**config.mk**
```make
export PLATFORM = sky130hd
export DESIGN_NAME = patience_pile_top_tracker
export DESIGN_NICKNAME = d
export VERILOG_FILES = /design/src/design/ppt_pkg.sv /design/src/design/ppt_cell.sv /design/src/design/patience_pile_top_tracker.sv
export SDC_FILE = /design/constraint.sdc
export NUM_CORES = 2
export LEC_CHECK = 0
export BUFFER_PORTS_ARGS = -buffer_cell sky130_fd_sc_hd__clkbuf_2
export CORE_MARGIN = 3
export CORE_UTILIZATION = 51
export DETAILED_ROUTE_END_ITERATION = 8
export PLACE_DENSITY = 0.7
export SLEW_MARGIN = 10
export SYNTH_ARGS = -nofsm -noshare
export SYNTH_HDL_FRONTEND = slang
export SYNTH_SLANG_ARGS = --single-unit
```
**constraint.sdc**
```tcl
create_clock -name clk -period 11.52 [get_ports clk]
set_input_delay 0.576 -clock clk [delete_from_list [all_inputs] [get_ports clk]]
set_output_delay 0.576 -clock clk [all_outputs]
set_load 0.01 [all_outputs]
```
**src/design/ppt_pkg.sv**
```systemverilog
// ppt_pkg: shared types and fixed field widths of the pile top tracker.
// No dependencies; used by ppt_cell and patience_pile_top_tracker.
package ppt_pkg;

    // fixed field widths
    localparam int BLOCK_SIZE_W  = 30;
    localparam int TOWER_COUNT_W = 7;
    localparam int S_TDATA_W     = 32;
    localparam int M_TDATA_W     = 8;
    localparam int WIDE_W        = 64;

    // link handed from one cell to the next one up the chain
    typedef struct packed {
        logic any_gt;   // some cell at or below holds a top above the size
        logic occ;      // this cell holds a live pile top
    } ppt_link_t;

endpackage

```
**src/design/ppt_cell.sv**
```systemverilog
// ppt_cell: one pile top slot of the tracker chain.
// Depends on ppt_pkg (ppt_link_t).
module ppt_cell #(
    parameter int SIZE_BITS = 30
) (
    input  logic                  clk,
    input  logic                  upd_en,     // request accepted this cycle
    input  logic                  occ,        // slot index below live count
    input  logic [SIZE_BITS-1:0]  size,       // broadcast block size
    input  ppt_pkg::ppt_link_t    link_in,    // from lower neighbor
    output ppt_pkg::ppt_link_t    link_out,   // to upper neighbor
    output logic                  take        // this slot stores the size
);

    logic [SIZE_BITS-1:0] top_reg;
    logic                 gt;

    assign gt = occ && (top_reg > size);

    // replace the first top above the size, or open the first free slot
    assign take = upd_en && ((gt && !link_in.any_gt) ||
                             (!occ && link_in.occ && !link_in.any_gt));

    assign link_out.any_gt = link_in.any_gt || gt;
    assign link_out.occ    = occ;

    always_ff @(posedge clk)
    begin
        if (take)
        begin
            top_reg <= size;
        end
    end

endmodule

```
**src/design/patience_pile_top_tracker.sv**
```systemverilog
// patience_pile_top_tracker: pile count of patience sorting, chain of top cells.
// Depends on ppt_pkg and ppt_cell.
//
// Channel | Dir | tdata (low bit up)          | tuser      | tlast
// s_*     | in  | block_size[29:0], 2'b0 pad  | new_set    | last_block
// m_*     | out | tower_count[6:0], 1'b0 pad  | overflow   | final_res
//
// One request per cycle: the size is broadcast to all MAX_TOWERS cells, each
// compares against its own top and passes an "any greater" flag up the chain,
// so the whole update lands at the accepting edge. The result enters an
// output register at that same edge; s_tready stays high while that register
// is empty or being drained, so a stalled m_tready stalls input after one
// held result. Reset clears the count, overflow flag and output valid; the
// pile tops themselves are never cleared, only the count marks them live.
module patience_pile_top_tracker #(
    parameter int MAX_TOWERS = 64,
    parameter int SIZE_BITS  = 30
) (
    input  logic                           clk,
    input  logic                           rst_n,
    input  logic                           s_tvalid,
    output logic                           s_tready,
    input  logic [ppt_pkg::S_TDATA_W-1:0]  s_tdata,   // block_size, pad
    input  logic                           s_tuser,   // new_set
    input  logic                           s_tlast,   // last_block
    output logic                           m_tvalid,
    input  logic                           m_tready,
    output logic [ppt_pkg::M_TDATA_W-1:0]  m_tdata,   // tower_count, pad
    output logic                           m_tuser,   // overflow
    output logic                           m_tlast    // final_res
);

    localparam int CW = $clog2(MAX_TOWERS + 1);

    // control state
    logic [CW-1:0] count_reg, count_next;
    logic          ovf_reg, ovf_next;
    logic          out_valid_reg, out_valid_next;
    // output payload
    logic [ppt_pkg::TOWER_COUNT_W-1:0] out_count_reg, out_count_next;
    logic          out_ovf_reg, out_ovf_next;
    logic          out_last_reg, out_last_next;

    logic                      accept;
    logic [CW-1:0]             count_eff;
    logic                      ovf_eff;
    logic                      full;
    logic                      hit;
    logic [SIZE_BITS-1:0]      size;
    logic [ppt_pkg::WIDE_W-1:0] size_wide;
    logic [ppt_pkg::WIDE_W-1:0] count_wide;
    logic [MAX_TOWERS-1:0]     take_vec;
    ppt_pkg::ppt_link_t        links [MAX_TOWERS+1];

    assign s_tready = !out_valid_reg || m_tready;
    assign accept   = s_tvalid && s_tready;

    // block size masked/extended to the kept width
    assign size_wide = {{(ppt_pkg::WIDE_W - ppt_pkg::BLOCK_SIZE_W){1'b0}},
                        s_tdata[ppt_pkg::BLOCK_SIZE_W-1:0]};
    assign size      = size_wide[SIZE_BITS-1:0];

    // new_set empties the list before this request is handled
    assign count_eff = s_tuser ? '0 : count_reg;
    assign ovf_eff   = s_tuser ? 1'b0 : ovf_reg;
    assign full      = (count_eff == CW'(MAX_TOWERS));

    // bottom of the chain: nothing below, treated as occupied
    assign links[0].any_gt = 1'b0;
    assign links[0].occ    = 1'b1;

    for (genvar i = 0; i < MAX_TOWERS; i++)
    begin : g_cell
        ppt_cell #(
            .SIZE_BITS (SIZE_BITS)
        ) u_cell (
            .clk      (clk),
            .upd_en   (accept),
            .occ      (CW'(i) < count_eff),
            .size     (size),
            .link_in  (links[i]),
            .link_out (links[i+1]),
            .take     (take_vec[i])
        );
    end

    assign hit = links[MAX_TOWERS].any_gt;

    always_comb
    begin
        count_next     = count_reg;
        ovf_next       = ovf_reg;
        out_valid_next = out_valid_reg && !m_tready;
        out_count_next = out_count_reg;
        out_ovf_next   = out_ovf_reg;
        out_last_next  = out_last_reg;
        if (accept)
        begin
            if (hit || full)
            begin
                count_next = count_eff;
            end
            else
            begin
                count_next = count_eff + CW'(1);
            end
            ovf_next       = ovf_eff || (!hit && full);
            out_valid_next = 1'b1;
            out_count_next = count_wide[ppt_pkg::TOWER_COUNT_W-1:0];
            out_ovf_next   = ovf_next;
            out_last_next  = s_tlast;
        end
    end

    assign count_wide = ppt_pkg::WIDE_W'(count_next);

    always_ff @(posedge clk or negedge rst_n)
    begin
        if (!rst_n)
        begin
            count_reg     <= '0;
            ovf_reg       <= 1'b0;
            out_valid_reg <= 1'b0;
        end
        else
        begin
            count_reg     <= count_next;
            ovf_reg       <= ovf_next;
            out_valid_reg <= out_valid_next;
        end
    end

    always_ff @(posedge clk)
    begin
        out_count_reg <= out_count_next;
        out_ovf_reg   <= out_ovf_next;
        out_last_reg  <= out_last_next;
    end

    assign m_tvalid = out_valid_reg;
    assign m_tdata  = {{(ppt_pkg::M_TDATA_W - ppt_pkg::TOWER_COUNT_W){1'b0}}, out_count_reg};
    assign m_tuser  = out_ovf_reg;
    assign m_tlast  = out_last_reg;

    // count never passes capacity
    a_count_range: assert property (@(posedge clk) disable iff (!rst_n)
        count_reg <= CW'(MAX_TOWERS))
        else $error("pile count above capacity");

    // overflow only ever raised with every pile in use
    a_ovf_full: assert property (@(posedge clk) disable iff (!rst_n)
        ovf_reg |-> (count_reg == CW'(MAX_TOWERS)))
        else $error("overflow set while piles remain free");

    // a size lands in at most one cell
    a_one_take: assert property (@(posedge clk) disable iff (!rst_n)
        $onehot0(take_vec))
        else $error("more than one cell took the size");

    // a new set always starts with exactly one pile
    a_new_set: assert property (@(posedge clk) disable iff (!rst_n)
        (accept && s_tuser) |=> (count_reg == CW'(1)) && !ovf_reg)
        else $error("new set did not restart at one pile");

endmodule

```
Word level (Yosys, flattened, before mapping)
Index checks and enable logic that the tools add are counted.
Widths: inputs -> output; s select.
{ "totals": {"reg_bits": 1938, "in_bits": 38} }
{ "op_classes": {"n_eq_ne": 1, "muxes": 5, "magnitude_cmp": 128, "reduce_logical": 580, "add_sub_neg": 1} }
{ "ops": {"columns": ["op", "n"], "rows": [
  ["$gt 30x30->1", 64],
  ["$logic_and 1x1->1", 320],
  ["$lt 6x7->1 const A", 32],
  ["$logic_not 1->1", 130],
  ["$logic_or 1x1->1", 130],
  ["$lt 5x7->1 const A", 16],
  ["$lt 4x7->1 const A", 8],
  ["$lt 3x7->1 const A", 4],
  ["$mux 7", 3],
  ["$lt 1x7->1 const A", 2],
  ["$lt 2x7->1 const A", 2],
  ["$add 7x1->7 const B", 1],
  ["$eq 7x7->1 const B", 1],
  ["$mux 1", 2]
]} }

Longest topological paths before layout
{ "depth": {"depth_word": 69, "mapped_depth": 16, "mapped_depth_nobuf": 13} }

Hierarchy
A second synthesis with hierarchy kept.
{ "unflattened": {"cells_unflattened": 9412, "area_unflattened_um2": 111365.6} }
{ "by_module_without_submodules": {"columns": ["mod", "instances", "area_per_inst_um2", "cells_each", "seq_area_each_um2"], "rows": [
  ["ppt_cell", 64, 1716.6, 144, 900.9],
  ["patience_pile_top_tracker", 1, 1500.2, 196, 495.5]
]} }

Worst setup path after synthesis
No wires, ideal clock.
{ "synth_timing": {"kind": "input -> register", "startpoint": "input port s_tdata[4] (netlist name)", "endpoint": "register g_cell[36].u_cell.top_reg[0] (enable)", "setup_slack_ps": 1614, "t_arrival_ps": 9325, "required_time_ps": 10940, "n_path_buf": 1, "stages": 12, "cell_sequence": "inv_1 ha_1 a21oi_1 a21boi_0 o311ai_0 a31oi_1 a2111oi_0 o311ai_2 or4_4 or3_1 clkbuf_1 a2111oi_0"} }
{ "synth_via": {"elab_chain_cells": 41} }
{ "synth_rtl": {"columns": ["item", "line_no", "source"], "rows": [
  ["from (decl)", "patience_pile_top_tracker.sv:23", "input logic [ppt_pkg::S_TDATA_W-1:0] s_tdata,"],
  ["$gt 30x30->1", "ppt_cell.sv:18", "assign gt = occ && (top_reg > size);"],
  ["$logic_and 1x1->1", "ppt_cell.sv:18", null],
  ["$logic_or 1x1->1 (35 in series)", "ppt_cell.sv:24", "assign link_out.any_gt = link_in.any_gt || gt;"],
  ["$logic_not 1->1", "ppt_cell.sv:21, ppt_cell.sv:22", null],
  ["$logic_and 1x1->1, on equally long branches", "ppt_cell.sv:21, ppt_cell.sv:22", null],
  ["$logic_or 1x1->1 *", "ppt_cell.sv:21", "assign take = upd_en && ((gt && !link_in.any_gt) ||"],
  ["$logic_and 1x1->1 *", "ppt_cell.sv:21", null],
  ["via g_cell[36].u_cell.take", "ppt_cell.sv:12", "output logic take"],
  ["to (signal assigned)", "ppt_cell.sv:31", "top_reg <= size;"],
  ["to (decl)", "ppt_cell.sv:15", "logic [SIZE_BITS-1:0] top_reg;"]
]} }
Mark *: on every way through the listed nets, which the timed path passes. The rest lies on a longest branch.
A chain may end at the register's enable or synchronous reset.

Worst setup path in the final report
{ "layout_timing": {"startpoint": "input port s_tdata[19] (netlist name)", "endpoint": "register g_cell[49].u_cell.top_reg[21] (enable)"} }
{ "layout_via": {"elab_chain_cells": 54} }
{ "layout_rtl": {"columns": ["item", "line_no"], "rows": [
  ["$gt 30x30->1", "ppt_cell.sv:18"],
  ["$logic_and 1x1->1", "ppt_cell.sv:18"],
  ["$logic_or 1x1->1 (48 in series)", "ppt_cell.sv:24"],
  ["$logic_not 1->1", "ppt_cell.sv:21, ppt_cell.sv:22"],
  ["$logic_and 1x1->1, on equally long branches", "ppt_cell.sv:21, ppt_cell.sv:22"],
  ["$logic_or 1x1->1 *", "ppt_cell.sv:21"],
  ["$logic_and 1x1->1 *", "ppt_cell.sv:21"],
  ["via g_cell[49].u_cell.take", "ppt_cell.sv:12"],
  ["to (signal assigned)", "ppt_cell.sv:31"],
  ["to (decl)", "ppt_cell.sv:15"]
]} }
Marked as above.

==> run metrics <==
leakage power=around 44 nW; CTS buffer count=about 200; Peak supply drop=0.0001281 V; worst-path maximum fanout=40; area of the multi-input gates=44200 um2; setup violators final=0; Main synth FF type=edfxtp_1; worst endpoint required time=~12000 ps; commonest non-fill, non-tap cell in the layout=edfxtp_1; total gr overflow=0; Area Overhead vs Synth=11.65%; number of cell rows=164; Gate Count Post-Synth=7475; IO Count=50; synth warn=0; setup_tns=0 ps; antenna-violating nets left=0; fin. max-slew vios=3; Die Y=455.1 um; worst slew pin tran=roughly 1500 ps; failing checks=max-capacitance violations, max-slew violations; Fin Clk Skew=56.57 ps; drt via density=6.752; CTS tree=yes; syn avg cell area=roughly 14 um2; final hold violation count=0; fillers=15430; postcts setup bufs=0; clock sink total=1938; detailed-router iteration count before antenna repair=6; final WL=329.7 mm; DR vias=approximately 72000; Hold WS=~150 ps; DIE AREA=207100 um2; initial core utilization=51.42%; layout cell share with drive strength beyond 1=7.934%; post-synth net total=9435; routability congestion estimate=0.9791; initial antenna violation count=35; vias in the first global route=a little over 70000; Slew HR=-2.338%; RSZ-0062 raised after global routing=no; wire per inst=30.73 um; crit path kind=in2reg; dpl hpwl=196.4 mm; clk slew on worst S/H paths=60 ps; # DRC=0; library cells used by synthesis=between 90 and 100; Syn Std Cell Area=102900 um2; status=finished with violations; Clk Latency, worst-skew pair=880 ps; min Tclk post-route=7409 ps; post-synthesis async set-or-reset flop share=0.4644%; register area=58150 um2; IO buf count=46; Placeable Area=200100 um2; FMAX=0.1350 GHz; # H-tree levels=4; Final nets=9843; Post-synth EDFFs=slightly below 2000; first-pass GRT wire length=468.4 mm; max_cap viols=1; Longest Clk Path Bufs=3; flip-flop count of the largest register after layout=1920; GRT Total Usage=31.33%; sequential share of the synthesized area=between 50% and 60%; #FFs+latches synth=1938; Startpoint Class=input port; pwr dens=138.4 nW/um2; initial DRC count=between 10000 and 15000; commonest non-fill, non-tap cells in the layout=edfxtp_1, ha_1, a21oi_1, nand2_1; CP Capture Type=flop; largest net degree at the start of global routing=73; final period utilization=64.31%; Critical Path AT=7880 ps; setup slack, reg-to-reg=4900 ps; die width=455.1 um; PostCTS Resize Cnt=0; type of the worst min-delay path=in2async; CTS root buf=clkbuf_16
[metal layers]
metal | routed length [um] | track usage, %
met5 | 223 | 0
met4 | 17390 | 14.69
met3 | 40730 | 7.225
met2 | 144400 | 48.00
met1 | 127000 | 42.41
[what timing repair did]
action,4_1_cts,5_1_grt
hold buffers,3,0
endpoints found under the hold margin,11,0
endpoints found under the setup margin,0,0
[cells by family (layout without fill, tap and decap cells)]
group	after synthesis	after routing	synth area share, %
adders and majority gates	1922	1922	23.38
AOI/OAI and AO/OA	1756	1756	10.89
muxes	2	2	0.02068
DFF	1938	1938	56.53
xor gates and xnor gates	6	6	0.05109
and+or+nand+nor	1631	1631	8.287
buffers and inverters	219	798	0.8380
other	1	22	0.003645
[synth_stat cells, types with 86 or more instances]
cell	n	area, um2
a21o_1	132	991.0
nand4_1	367	2296
o21a_1	86	645.6
a21oi_1	556	2783
a211oi_1	155	1164
nor4_1	95	594.3
edfxtp_1	1929	57930
nor2_1	253	949.7
nor3_1	101	505.5
nand2_1	375	1408
nand3_1	180	900.9
o21ai_0	368	1842
ha_1	1922	24050
inv_1	193	724.4
[where the power goes]
part,internal [mW],leakage [nW],switching (mW)
clock network,3.65,3.17,2.85
registers,7.81,17.5,0.0222
logic,0.429,22.9,1.13
total,11.9,43.6,4.00
[per-stage QoR]
stage	utilization (%)	area [um2]	cells	setup WS [ps]	power, mW
2_1_floorplan	-	102900	7475	1614	8.729
3_3_place_gp	54.11	108300	10330	3611	9.423
3_5_place_dp	54.11	108300	10330	3514	9.480
4_1_cts	57.38	114800	10710	4406	15.90
5_1_grt	57.39	114800	10720	4116	16.32
6_report	57.41	114900	10730	4111	15.89
[worst paths after layout]
path / from / endpoint / depth (start not counted)
setup / recovery: s_tdata[19] / g_cell[49].u_cell.top_reg[21] / 15
hold / removal: rst_n / count_reg[4] / 2
setup reg to reg: g_cell[21].u_cell.top_reg[25] / g_cell[49].u_cell.top_reg[21] / 12
hold reg to reg: ovf_reg / ovf_reg / 2
max in group asynchronous: rst_n / count_reg[1] / 2
min in group clk: s_tdata[2] / g_cell[29].u_cell.top_reg[2] / 1
[critical path: stages]
cell and delay, ps:
buf_4 640, inv_6 500, buf_4 430, ha_1 360, nand4_1 150, nor2_1 70, a221oi_1 280, o21ai_0 200
o21ai_0 820, nand2_1 240, nor4_1 800, nand4_1 540, or3_4 590, or2_2 650, a21oi_4 890
[layout make-up]
class | count | area share (%)
Inverter | 196 | 0.7648
Clock buffer | 249 | 4.573
Clock inverter | 126 | 1.089
Sequential cell | 1938 | 50.63
Tap cell | 2656 | 2.893
Antenna cell | 21 | 0.04576
Multi-Input combinational cell | 5318 | 38.49
Timing Repair Buffer | 227 | 1.515
(Power assumes the default switching activity.)
